$ cat config.mk
export PLATFORM = sky130hd
export DESIGN_NAME = weekday_interval_alarm_table_flat
export DESIGN_NICKNAME = d
export VERILOG_FILES = /design/src/rtl/wiat_pkg.sv /design/src/rtl/wiat_if.sv /design/src/rtl/wiat_ram.sv /design/src/rtl/weekday_interval_alarm_table.sv /design/src/flat_wrapper.sv
export SDC_FILE = /design/constraint.sdc
export NUM_CORES = 2
export LEC_CHECK = 0
export BUFFER_PORTS_ARGS = -buffer_cell sky130_fd_sc_hd__buf_2
export CAP_MARGIN = 15
export CORE_AREA = 2 2 416 418
export DETAILED_ROUTE_END_ITERATION = 7
export DIE_AREA = 0 0 418 420
export PLACE_DENSITY = 0.74
export SLEW_MARGIN = 0
export SYNTH_ARGS = -nofsm -noshare
export SYNTH_HDL_FRONTEND = slang
export SYNTH_SLANG_ARGS = --single-unit
$ cat constraint.sdc
create_clock -name clk_i -period 16.4 [get_ports clk_i]
set_input_delay 1.64 -clock clk_i [delete_from_list [all_inputs] [get_ports clk_i]]
set_output_delay 1.64 -clock clk_i [all_outputs]
set_load 0.01 [all_outputs]
$ cat src/rtl/wiat_pkg.sv
package wiat_pkg;

  localparam int unsigned MaxResults = 16;
  localparam int unsigned ResCntW = 5;

  typedef enum logic [2:0] {
    ACT_ADD    = 3'd0,
    ACT_REMOVE = 3'd1,
    ACT_CLEAR  = 3'd2,
    ACT_TICK   = 3'd3,
    ACT_FINISH = 3'd4
  } action_e;

  typedef enum logic [1:0] {
    RK_STATUS   = 2'd0,
    RK_DISPATCH = 2'd1,
    RK_CANCEL   = 2'd2
  } result_kind_e;

  localparam logic [1:0] CmdCustom = 2'd2;

  typedef enum logic [1:0] {
    S_IDLE,
    S_RD,
    S_EVAL,
    S_FIN
  } state_e;

  typedef struct packed {
    logic [2:0]  action;
    logic [31:0] entry_key;
    logic        entry_enabled;
    logic        entry_mode;
    logic [6:0]  day_mask;
    logic [4:0]  hour;
    logic [5:0]  minute;
    logic [15:0] interval_minutes;
    logic [15:0] run_seconds;
    logic [1:0]  job_kind;
    logic [31:0] now_seconds;
    logic [2:0]  weekday;
  } item_t;

  typedef struct packed {
    logic [1:0]  result_kind;
    logic        status;
    logic [31:0] job_key;
    logic [1:0]  command_type;
    logic [15:0] job_duration;
    logic [31:0] dispatch_time;
    logic        last;
  } result_t;

  typedef struct packed {
    logic [31:0] key;
    logic        enabled;
    logic        mode;
    logic [6:0]  days;
    logic [4:0]  hour;
    logic [5:0]  minute;
    logic [1:0]  kind;
    logic [15:0] interval;
    logic [15:0] duration;
    logic [31:0] last_run;
    logic        running;
  } entry_t;

endpackage

$ cat src/rtl/wiat_if.sv
interface wiat_in_if;
  logic valid;
  logic ready;
  wiat_pkg::item_t data;
  modport source (output valid, output data, input ready);
  modport sink (input valid, input data, output ready);
endinterface

interface wiat_out_if;
  logic valid;
  logic ready;
  wiat_pkg::result_t data;
  modport source (output valid, output data, input ready);
  modport sink (input valid, input data, output ready);
endinterface

$ cat src/rtl/wiat_ram.sv
module wiat_ram #(
  parameter int unsigned Depth = 16,
  parameter int unsigned AddrW = 4
) (
  input  logic                 clk_i,
  input  logic                 we_i,
  input  logic [AddrW-1:0]     waddr_i,
  input  wiat_pkg::entry_t     wdata_i,
  input  logic                 re_i,
  input  logic [AddrW-1:0]     raddr_i,
  output wiat_pkg::entry_t     rdata_o
);
  import wiat_pkg::*;

  entry_t mem [Depth];
  entry_t rdata_q;

  always_ff @(posedge clk_i) begin
    if (we_i) begin
      mem[waddr_i] <= wdata_i;
    end
    if (re_i) begin
      rdata_q <= mem[raddr_i];
    end
  end

  assign rdata_o = rdata_q;

endmodule

$ cat src/rtl/weekday_interval_alarm_table.sv
// Ordered alarm table of TABLE_ENTRIES entries held in one single-port-write,
// registered-read memory. Items are taken one at a time: each item walks the
// table one entry at a time (read, then evaluate and write back); add and
// finish stop at a match, undefined actions skip the walk, and the walk stalls
// while the result side holds a new result back. Remove shifts later entries
// down the same walk. Results of an item leave through one output register
// in table order, the final one with last; at most 16 are reported per item.
module weekday_interval_alarm_table #(
  parameter int unsigned TABLE_ENTRIES = 16
) (
  input  logic clk_i,
  input  logic rst_ni,
  wiat_in_if.sink    item_i,
  wiat_out_if.source result_o
);
  import wiat_pkg::*;

  localparam int unsigned IW = (TABLE_ENTRIES > 1) ? $clog2(TABLE_ENTRIES) : 1;
  localparam int unsigned CW = $clog2(TABLE_ENTRIES + 1);
  localparam logic [CW-1:0] Full = CW'(TABLE_ENTRIES);

  state_e state_q, state_d;
  item_t in_q;
  logic [CW-1:0] cnt_q, cnt_d, ptr_q, ptr_d;
  logic shift_q, shift_d, full_q, full_d;
  result_t pend_q, pend_d, out_q, out_new;
  logic pendv_q, pendv_d, outv_q, out_load;
  logic [ResCntW-1:0] n_q, n_d;

  logic we, re;
  logic [IW-1:0] waddr, raddr;
  entry_t wdata, rd;

  wiat_ram #(.Depth(TABLE_ENTRIES), .AddrW(IW)) u_ram (
    .clk_i, .we_i(we), .waddr_i(waddr), .wdata_i(wdata),
    .re_i(re), .raddr_i(raddr), .rdata_o(rd)
  );

  logic out_free;
  assign out_free = !outv_q || result_o.ready;
  assign item_i.ready = (state_q == S_IDLE);
  assign result_o.valid = outv_q;
  assign result_o.data = out_q;

  logic match, gen, gen_eff, stall, due;
  result_t gen_res, stat_res;
  logic [32:0] diff, iv60;

  always_comb begin
    match = (rd.key == in_q.entry_key);
    diff = {1'b0, in_q.now_seconds} - {1'b0, rd.last_run};
    iv60 = ({17'd0, rd.interval} << 6) - ({17'd0, rd.interval} << 2);
    if (!rd.mode) begin
      due = (in_q.weekday != 3'd7) && rd.days[in_q.weekday] &&
            (rd.hour == in_q.hour) && (rd.minute == in_q.minute) &&
            ($signed(diff) > 33'sd60);
    end else begin
      due = (rd.last_run == 32'd0) || ($signed(diff) >= $signed(iv60));
    end
    stat_res = '0;
    stat_res.result_kind = RK_STATUS;
    stat_res.status = full_q;
    stat_res.last = 1'b1;
  end

  always_comb begin
    state_d = state_q;
    ptr_d = ptr_q;
    cnt_d = cnt_q;
    shift_d = shift_q;
    full_d = full_q;
    pend_d = pend_q;
    pendv_d = pendv_q;
    n_d = n_q;
    we = 1'b0;
    waddr = ptr_q[IW-1:0];
    wdata = rd;
    re = 1'b0;
    raddr = ptr_q[IW-1:0];
    out_load = 1'b0;
    out_new = pend_q;
    gen = 1'b0;
    gen_eff = 1'b0;
    stall = 1'b0;
    gen_res = '0;

    unique case (state_q)
      S_IDLE: begin
        if (item_i.valid) begin
          ptr_d = '0;
          shift_d = 1'b0;
          full_d = 1'b0;
          n_d = '0;
          pendv_d = 1'b0;
          case (item_i.data.action) inside
            ACT_ADD, ACT_REMOVE, ACT_CLEAR, ACT_TICK, ACT_FINISH: state_d = S_RD;
            default: state_d = S_FIN;
          endcase
        end
      end
      S_RD: begin
        if (ptr_q >= cnt_q) begin
          state_d = S_FIN;
          case (in_q.action)
            ACT_ADD: begin
              if (cnt_q >= Full) begin
                full_d = 1'b1;
              end else begin
                we = 1'b1;
                waddr = cnt_q[IW-1:0];
                wdata.key = in_q.entry_key;
                wdata.enabled = in_q.entry_enabled;
                wdata.mode = in_q.entry_mode;
                wdata.days = in_q.day_mask;
                wdata.hour = in_q.hour;
                wdata.minute = in_q.minute;
                wdata.kind = in_q.job_kind;
                wdata.interval = in_q.interval_minutes;
                wdata.duration = in_q.run_seconds;
                wdata.last_run = '0;
                wdata.running = 1'b0;
                cnt_d = cnt_q + 1'b1;
              end
            end
            ACT_REMOVE: if (shift_q) cnt_d = cnt_q - 1'b1;
            ACT_CLEAR: cnt_d = '0;
            default: ;
          endcase
        end else begin
          re = 1'b1;
          state_d = S_EVAL;
        end
      end
      S_EVAL: begin
        case (in_q.action)
          ACT_REMOVE: if (!shift_q && match && rd.running) gen = 1'b1;
          ACT_CLEAR: gen = rd.running;
          ACT_TICK: gen = rd.enabled && !rd.running && due;
          default: ;
        endcase
        gen_res.result_kind = (in_q.action == ACT_TICK) ? RK_DISPATCH : RK_CANCEL;
        gen_res.job_key = (in_q.action == ACT_REMOVE) ? in_q.entry_key : rd.key;
        if (in_q.action == ACT_TICK) begin
          gen_res.command_type = (rd.kind > CmdCustom) ? CmdCustom : rd.kind;
          gen_res.job_duration = rd.duration;
          gen_res.dispatch_time = in_q.now_seconds;
        end
        gen_eff = gen && (n_q < ResCntW'(MaxResults));
        stall = gen_eff && pendv_q && !out_free;
        if (!stall) begin
          ptr_d = ptr_q + 1'b1;
          state_d = S_RD;
          case (in_q.action)
            ACT_ADD: begin
              if (match) begin
                we = 1'b1;
                wdata.enabled = in_q.entry_enabled;
                wdata.mode = in_q.entry_mode;
                wdata.days = in_q.day_mask;
                wdata.hour = in_q.hour;
                wdata.minute = in_q.minute;
                wdata.kind = in_q.job_kind;
                wdata.interval = in_q.interval_minutes;
                wdata.duration = in_q.run_seconds;
                state_d = S_FIN;
              end
            end
            ACT_FINISH: begin
              if (match) begin
                we = 1'b1;
                wdata.running = 1'b0;
                state_d = S_FIN;
              end
            end
            ACT_REMOVE: begin
              if (shift_q) begin
                we = 1'b1;
                waddr = IW'(ptr_q - 1'b1);
              end else if (match) begin
                shift_d = 1'b1;
              end
            end
            ACT_TICK: begin
              if (gen) begin
                we = 1'b1;
                wdata.last_run = in_q.now_seconds;
                wdata.running = 1'b1;
              end
            end
            default: ;
          endcase
          if (gen_eff) begin
            if (pendv_q) begin
              out_load = 1'b1;
              out_new = pend_q;
              out_new.last = 1'b0;
            end
            pend_d = gen_res;
            pendv_d = 1'b1;
            n_d = n_q + 1'b1;
          end
        end
      end
      S_FIN: begin
        if (out_free) begin
          out_load = 1'b1;
          out_new = pendv_q ? pend_q : stat_res;
          out_new.last = 1'b1;
          pendv_d = 1'b0;
          state_d = S_IDLE;
        end
      end
      default: state_d = S_IDLE;
    endcase
  end

  always_ff @(posedge clk_i or negedge rst_ni) begin
    if (!rst_ni) begin
      state_q <= S_IDLE;
      cnt_q <= '0;
      ptr_q <= '0;
      shift_q <= 1'b0;
      full_q <= 1'b0;
      pendv_q <= 1'b0;
      n_q <= '0;
      outv_q <= 1'b0;
    end else begin
      state_q <= state_d;
      cnt_q <= cnt_d;
      ptr_q <= ptr_d;
      shift_q <= shift_d;
      full_q <= full_d;
      pendv_q <= pendv_d;
      n_q <= n_d;
      if (out_load) begin
        outv_q <= 1'b1;
      end else if (result_o.ready) begin
        outv_q <= 1'b0;
      end
    end
  end

  always_ff @(posedge clk_i) begin
    pend_q <= pend_d;
    if (out_load) begin
      out_q <= out_new;
    end
    if (item_i.valid && item_i.ready) begin
      in_q <= item_i.data;
    end
  end

endmodule

$ cat src/flat_wrapper.sv
// flat-port wrapper written by rule: the top's interface ports become plain ports
module weekday_interval_alarm_table_flat import wiat_pkg::*;
#(
  parameter int unsigned TABLE_ENTRIES = 16
)
  (clk_i, rst_ni, item_i_valid, item_i_data, item_i_ready, result_o_valid, result_o_data, result_o_ready);
  wiat_in_if item_i_i ();
  wiat_out_if result_o_i ();
  input  logic clk_i;
  input  logic rst_ni;
  input wire logic [$bits(item_i_i.valid)-1:0] item_i_valid;
  input wire logic [$bits(item_i_i.data)-1:0] item_i_data;
  output wire logic [$bits(item_i_i.ready)-1:0] item_i_ready;
  output wire logic [$bits(result_o_i.valid)-1:0] result_o_valid;
  output wire logic [$bits(result_o_i.data)-1:0] result_o_data;
  input wire logic [$bits(result_o_i.ready)-1:0] result_o_ready;
  assign item_i_i.valid = item_i_valid;
  assign item_i_i.data = item_i_data;
  assign item_i_ready = item_i_i.ready;
  assign result_o_valid = result_o_i.valid;
  assign result_o_data = result_o_i.data;
  assign result_o_i.ready = result_o_ready;
  weekday_interval_alarm_table #(.TABLE_ENTRIES(TABLE_ENTRIES)) u_core (.clk_i(clk_i), .rst_ni(rst_ni), .item_i(item_i_i), .result_o(result_o_i));
endmodule
-- Word-level counts from Yosys, hierarchy flattened
Memories as Yosys holds them, arrays and structs flattened. A register that Yosys moved wholly into a read port is not among the register bits.
Cells that the tools add are included.
- output and inout port bits: 88
- bits in registers: 315
- word-level logic and storage cells: 197
- memories: 1
- bits in writable memories: 1904
- bitwise gates (word level): 4
- multiplexer cells: 81
- order comparisons: 7
- eq/ne operators: 25
- reductions and logical operators: 39
- add/sub/neg operators: 7
- memory list (memory ; depth ; bits a word ; read ports ; clocked after Yosys merged registers in ; wr ports ; RTL line ; text):
    u_core.u_ram.mem ; 16 ; 119 ; 1 ; 1 ; 1 ; wiat_ram.sv:15 ; entry_t mem [Depth];
- operators by type and width (kind ; count):
    $mux W119 ; 3
    $mux W86 ; 3
    $pmux W87 S2 ; 1
    $mux W54 ; 2
    $mux W32 ; 3
    $mux W87 ; 1
    $ge A33 B33 Y1 ; 1
    $gt A33 B7 Y1 const B ; 1
    $mux W1 ; 33
    $mux W33 ; 1
    $sub A32 B32 Y33 ; 1
    $eq A32 B32 Y1 ; 1
    $logic_not A32 Y1 ; 1
    $mux W5 ; 6
    $mux W4 ; 6
    $sub A22 B18 Y23 ; 1
    $pmux W5 S2 ; 2
    $mux W2 ; 8
    $add A5 B1 Y5 const B ; 3
    $pmux W5 S3 ; 1
    $reduce_and A5 Y1 ; 3
    $eq A3 B2 Y1 const B ; 4
    $logic_and A1 B1 Y1 ; 12
    $ne A2 B1 Y1 const B ; 6
    other kinds (32) ; 59

-- Logic depth before layout (Yosys ltp)
- depth in word-level cells: 17
- mapped depth: 29
- depth with buffers taken out: 28

-- Cells and area by module
A second synthesis with hierarchy kept.
- cell total of the unflattened synthesis: 4705
- area total of the unflattened synthesis: 93213.1 um^2
- modules (own cells, without submodules) (module ; area an instance (um^2) ; cells an instance ; instances):
    wiat_ram ; 74622.8 ; 3041 ; 1
    weekday_interval_alarm_table ; 18590.3 ; 1664 ; 1

-- Worst setup path before layout
Ideal clock, no wire load.
- kind: flip-flop to flip-flop
- from: register u_core.u_ram.rdata_o[53] (netlist name)
- to: memory u_core.u_ram.mem[10][0] (netlist name) (enable)
- path slack: -0.570 ns
- data arrival time: 16.081 ns
- data required time: 15.511 ns
- clock period less this slack: 16.970 ns
- path buffers: 2
- stages on the path, launching flop included: 27
- cell sequence: edfxtp_1 -> ha_1 -> a21o_1 -> o21ba_2 -> o21ai_0 -> a21o_1 -> a21oi_1 -> nor2b_1 -> o21ai_0 -> nand2b_1 -> a21o_1 -> a21oi_1 -> o21ai_0 -> xnor2_1 -> ha_1 -> nand4_1 -> nor3_1 -> nand3b_1 -> mux2i_1 -> nand4_1 -> and4b_1 -> o31ai_2 -> nand2_1 -> and3_1 -> buf_2 -> clkbuf_1 -> nor4_1
- word-level cells in the longest chain between the ends: 14
- ends and longest elaborated chain (element ; RTL line ; text):
    $sub A22 B18 Y23 (*) ; weekday_interval_alarm_table.sv:52 ; iv60 = ({17'd0, rd.interval} << 6) - ({17'd0, rd.interval} << 2);
    $ge A33 B33 Y1 (*) ; weekday_interval_alarm_table.sv:58 ; due = (rd.last_run == 32'd0) || ($signed(diff) >= $signed(iv60));
    $logic_or A1 B1 Y1 (*) ; weekday_interval_alarm_table.sv:58 ;
    $mux W1 (*) ; weekday_interval_alarm_table.sv:53 ; if (!rd.mode) begin
    $logic_and A1 B1 Y1 (*) ; weekday_interval_alarm_table.sv:138 ; ACT_TICK: gen = rd.enabled && !rd.running && due;
    $pmux W1 S3 (*) ; weekday_interval_alarm_table.sv:135 ; case (in_q.action)
    $mux W1 (*) ; weekday_interval_alarm_table.sv:87 ; unique case (state_q)
    branches (longest 7 deep; another with $pmux W1 S3) ; - ;
    to (decl) ; wiat_ram.sv:15 ;
Every way passes the cells marked *. The select of a mux whose other input is x is not followed.

-- Worst setup path in the final report
- from: register u_core.u_ram.rdata_o[49] (netlist name)
- to: memory u_core.u_ram.mem[3][75] (netlist name) (enable)
- word-level cells in the longest chain between the ends: 14
- ends and longest elaborated chain (element ; RTL line):
    $sub A22 B18 Y23 (*) ; weekday_interval_alarm_table.sv:52
    $ge A33 B33 Y1 (*) ; weekday_interval_alarm_table.sv:58
    $logic_or A1 B1 Y1 (*) ; weekday_interval_alarm_table.sv:58
    $mux W1 (*) ; weekday_interval_alarm_table.sv:53
    $logic_and A1 B1 Y1 (*) ; weekday_interval_alarm_table.sv:138
    $pmux W1 S3 (*) ; weekday_interval_alarm_table.sv:135
    $mux W1 (*) ; weekday_interval_alarm_table.sv:87
    branches (longest 7 deep; another with $pmux W1 S3) ; -
Marks and branches as above.

==> out/results.txt <==
status = finished clean
max-slew violation count = 0
initial DRC count = 5684
Max-Cap Viols = 0
CTS Sinks = 2338
Net Sw Frac = 32.93%
Min-Delay Path Class = flop to flop
Post-CTS Setup Bufs = 0
CTS-repair resized insts = 0
total power = 20.13 mW
area grow syn2layout = 12.07%
DRC Markers = 0
worst-path cell chain = ha_1 > and4bb_1 > o311ai_0 > o211a_1 > o21ai_0 > nand3_1 > nand4_1 > ha_1 > nand4_1 > nor3_1 > nand3b_1 > mux2i_1 > nand4_1 > and4b_1 > o31ai_2 > nand2_1 > and3_1 > or3_1 > nor3_2 > buf_4 > buf_4
post-DR vias/cell = 6.464
sequential share of power = 43.7%
routing usage on met3 = 4.273%
Worst Path Required = 16.85 ns
M1 GR Usage = 35.06%
synthesized flop and latch total = 2338
number of global-route vias before repair = 47683
Post-Layout Cell Count = 7206
Chip Height = 420 um
CP dominant cell by count = nand4_1
Core Area = 171000 sq um
final setup margin = 7.966 ns
CTS Buffer Depth = 3
M2 GR Usage = 44.05%
worst setup path category = flop to flop
top cells by area, synth = edfxtp_1 74%, mux4_2 14%, ha_1 1.2%
CP max-delay cell = buf_4
Initial Util = 54.65%
vias = 46579
power share of the combinational group = 30.8%
Static Leak = 33.41 nW
Area after DPL = 97330 sq um
initial antenna violation count = 8
final setup fails = 0
hold buffers post-CTS = 0
Ports = 216
design area = 104700 sq um
total gr overflow = 0
number of buffers created by CTS = 220
Yosys top cell area share = 74.46%
DR pass1 iterations = 6
GRT Util Overall = 26.33%
die area = 175600 sq um
grt peak-use layer = met2
largest stage delay on the critical path = 0.70 ns
FMAX = 0.1186 GHz
CTS H-tree depth = 4
first-pass GRT wire length = 331.7 mm
cell area power density = 192.3 nW/um^2
critical path startpoint category = flop
unrepaired setup endpoints after global routing = no
layout cells sized above 1 = 26.14%
CTS tree = done
ys flop type = edfxtp_1
Layout Nets = 4996
YS warnings = 0
DP Worst Slack = 8.062 ns
Clk Latency, worst-skew pair = 0.89 ns
GP Congestion = 0.9062
Pint = 13.50 mW
Post-Syn Area per Cell = 20.81 sq um
most common cell after layout, fill and taps aside = edfxtp_1
Fillers = 11358
sequential-to-total area share from yosys stat = 75.02%
Tmin final = 8.434 ns
Hold WS = 0.5150 ns
total nets after synthesis = 4709
Synth Cell Area = 93440 sq um
Final period util = 51.43%
Wirelength per Cell = 31.67 um
Die Width = 418 um
root buf cell = clkbuf_16
Post-Place Cells = 6789
Data arrival, critical path = 8.89 ns
most frequent cells in the layout = 2317 x edfxtp_1, 596 x mux4_2, 220 x clkbuf_16
Buffers on Ports = 215
post-synthesis cell type count = 90
largest net degree at the start of global routing = 147
critical path endpoint category = flop
Layout Skew = 0.07297 ns
Synth async-reset ratio = 0.8982%
clk slew on worst S/H paths = 0.07 ns
largest fanout on the critical path = 37
Post-synth EDFFs = 2317
worst relative slew slack = 19.91%
Least-Margin Pin Slew = 1.196 ns
Final Hold Viols = 0
HPWL Detailed = 122.5 mm
synthesized instance count = 4491
Routed WL = 228.2 mm
cell taking the most area after synthesis = edfxtp_1
Final ANT Viol Nets = 0
Max VDD drop = 182.4 uV
clock network fraction of design power = 25.5%
NetSw = 6.630 mW
FP Rows = 152
CP top delay family = simple AND/OR/NAND/NOR gates
CP Buf/Inv Count = 2
## final cells by class
cell class,instances,area [sq um],area share (%)
Inverter,75,286.5,0.2736
Clock buffer,261,5669,5.414
Clock inverter,152,1705,1.629
Timing Repair Buffer,286,1759,1.680
Multi-Input combinational cell,1857,22380,21.37
Tap cell,2233,2794,2.668
Antenna cell,4,10.01,0.009559
Sequential cell,2338,70120,66.96
## power by group through the flow
| stage | clock network (mW) | registers [mW] | logic [mW] |
|---|---|---|---|
| after floorplan | 0 | 8.75 | 4.17 |
| after global placement | 0 | 8.91 | 6.00 |
| after detailed placement | 0 | 8.92 | 6.13 |
| after CTS | 5.20 | 8.81 | 6.17 |
| after global routing | 5.42 | 8.84 | 6.66 |
| final | 5.14 | 8.81 | 6.19 |
## through the flow
| step | util (%) | setup TNS, ns |
|---|---|---|
| after floorplan | - | -835.96 |
| after global placement | 56.93 | 0 |
| after detailed placement | 56.93 | 0 |
| after CTS | 61.24 | 0 |
| after global routing | 61.25 | 0 |
| final | 61.25 | 0 |
## routing by layer
| layer | part of all wire, % | wire length [um] |
|---|---|---|
| met5 | 0 | 0 |
| met2 | 51 | 116100 |
| met1 | 38 | 86150 |
| met3 | 7.6 | 17310 |
| met4 | 3.8 | 8678 |
## flip-flops by register name, summed over array words and instances (netlist names)
signal and count:
u_core.state_q 2, u_core.result_o.data 86, u_core.pend_q 84, u_core.in_q 124, u_core.n_q 5, u_core.result_o.valid 1, u_core.pendv_q 1, u_core.shift_q 1
u_core.u_ram.mem 1904, u_core.full_q 1, u_core.u_ram.rdata_o 119, u_core.ptr_q 5, u_core.cnt_q 5
## cell usage after synthesis (10+ instances only)
cell type,n
and2_1,138
nor3_1,26
mux2i_1,62
o21ai_0,99
xnor2_1,69
nor2b_1,10
buf_1,41
a21o_1,27
o21a_1,13
a22o_1,88
mux2_2,33
a21oi_1,60
edfxtp_1,2317
inv_1,75
nor4_1,32
nand4_1,29
dfrtp_1,21
buf_2,11
clkbuf_1,164
nand2b_1,16
xor2_1,24
mux4_2,596
nand3_1,20
nor2_1,47
a31oi_1,11
ha_1,88
nand2_1,220
## cells by family after synthesis
logic type / after synthesis / synth area share (%)
flip-flops: 2338 / 75.02
adder cells (fa/ha/maj): 91 / 1.233
buffers and inverters: 296 / 1.229
multiplexers: 691 / 15.43
XOR/XNOR: 93 / 0.8717
AO/OA/AOI/OAI: 397 / 3.005
AND/OR/NAND/NOR: 585 / 3.214
## worst paths after layout
kind                       slack [ns]                           endpoint  cells past startpoint                               start
setup / recovery                 7.97  u_core.u_ram.mem[3][75]$_DFFE_PP_                     21  u_core.u_ram.rdata_o[49]$_DFFE_PP_
setup reg to reg                 7.97  u_core.u_ram.mem[3][75]$_DFFE_PP_                     21  u_core.u_ram.rdata_o[49]$_DFFE_PP_
min in group asynchronous        0.74          u_core.n_q[2]$_DFFE_PN0P_                      1                              rst_ni
max in group asynchronous       15.24        u_core.ptr_q[3]$_DFFE_PN0P_                      1                              rst_ni
hold reg to reg                  0.52          u_core.n_q[0]$_DFFE_PN0P_                      1           u_core.n_q[0]$_DFFE_PN0P_
hold / removal                   0.52          u_core.n_q[0]$_DFFE_PN0P_                      1           u_core.n_q[0]$_DFFE_PN0P_
(Power assumes the default switching activity.)
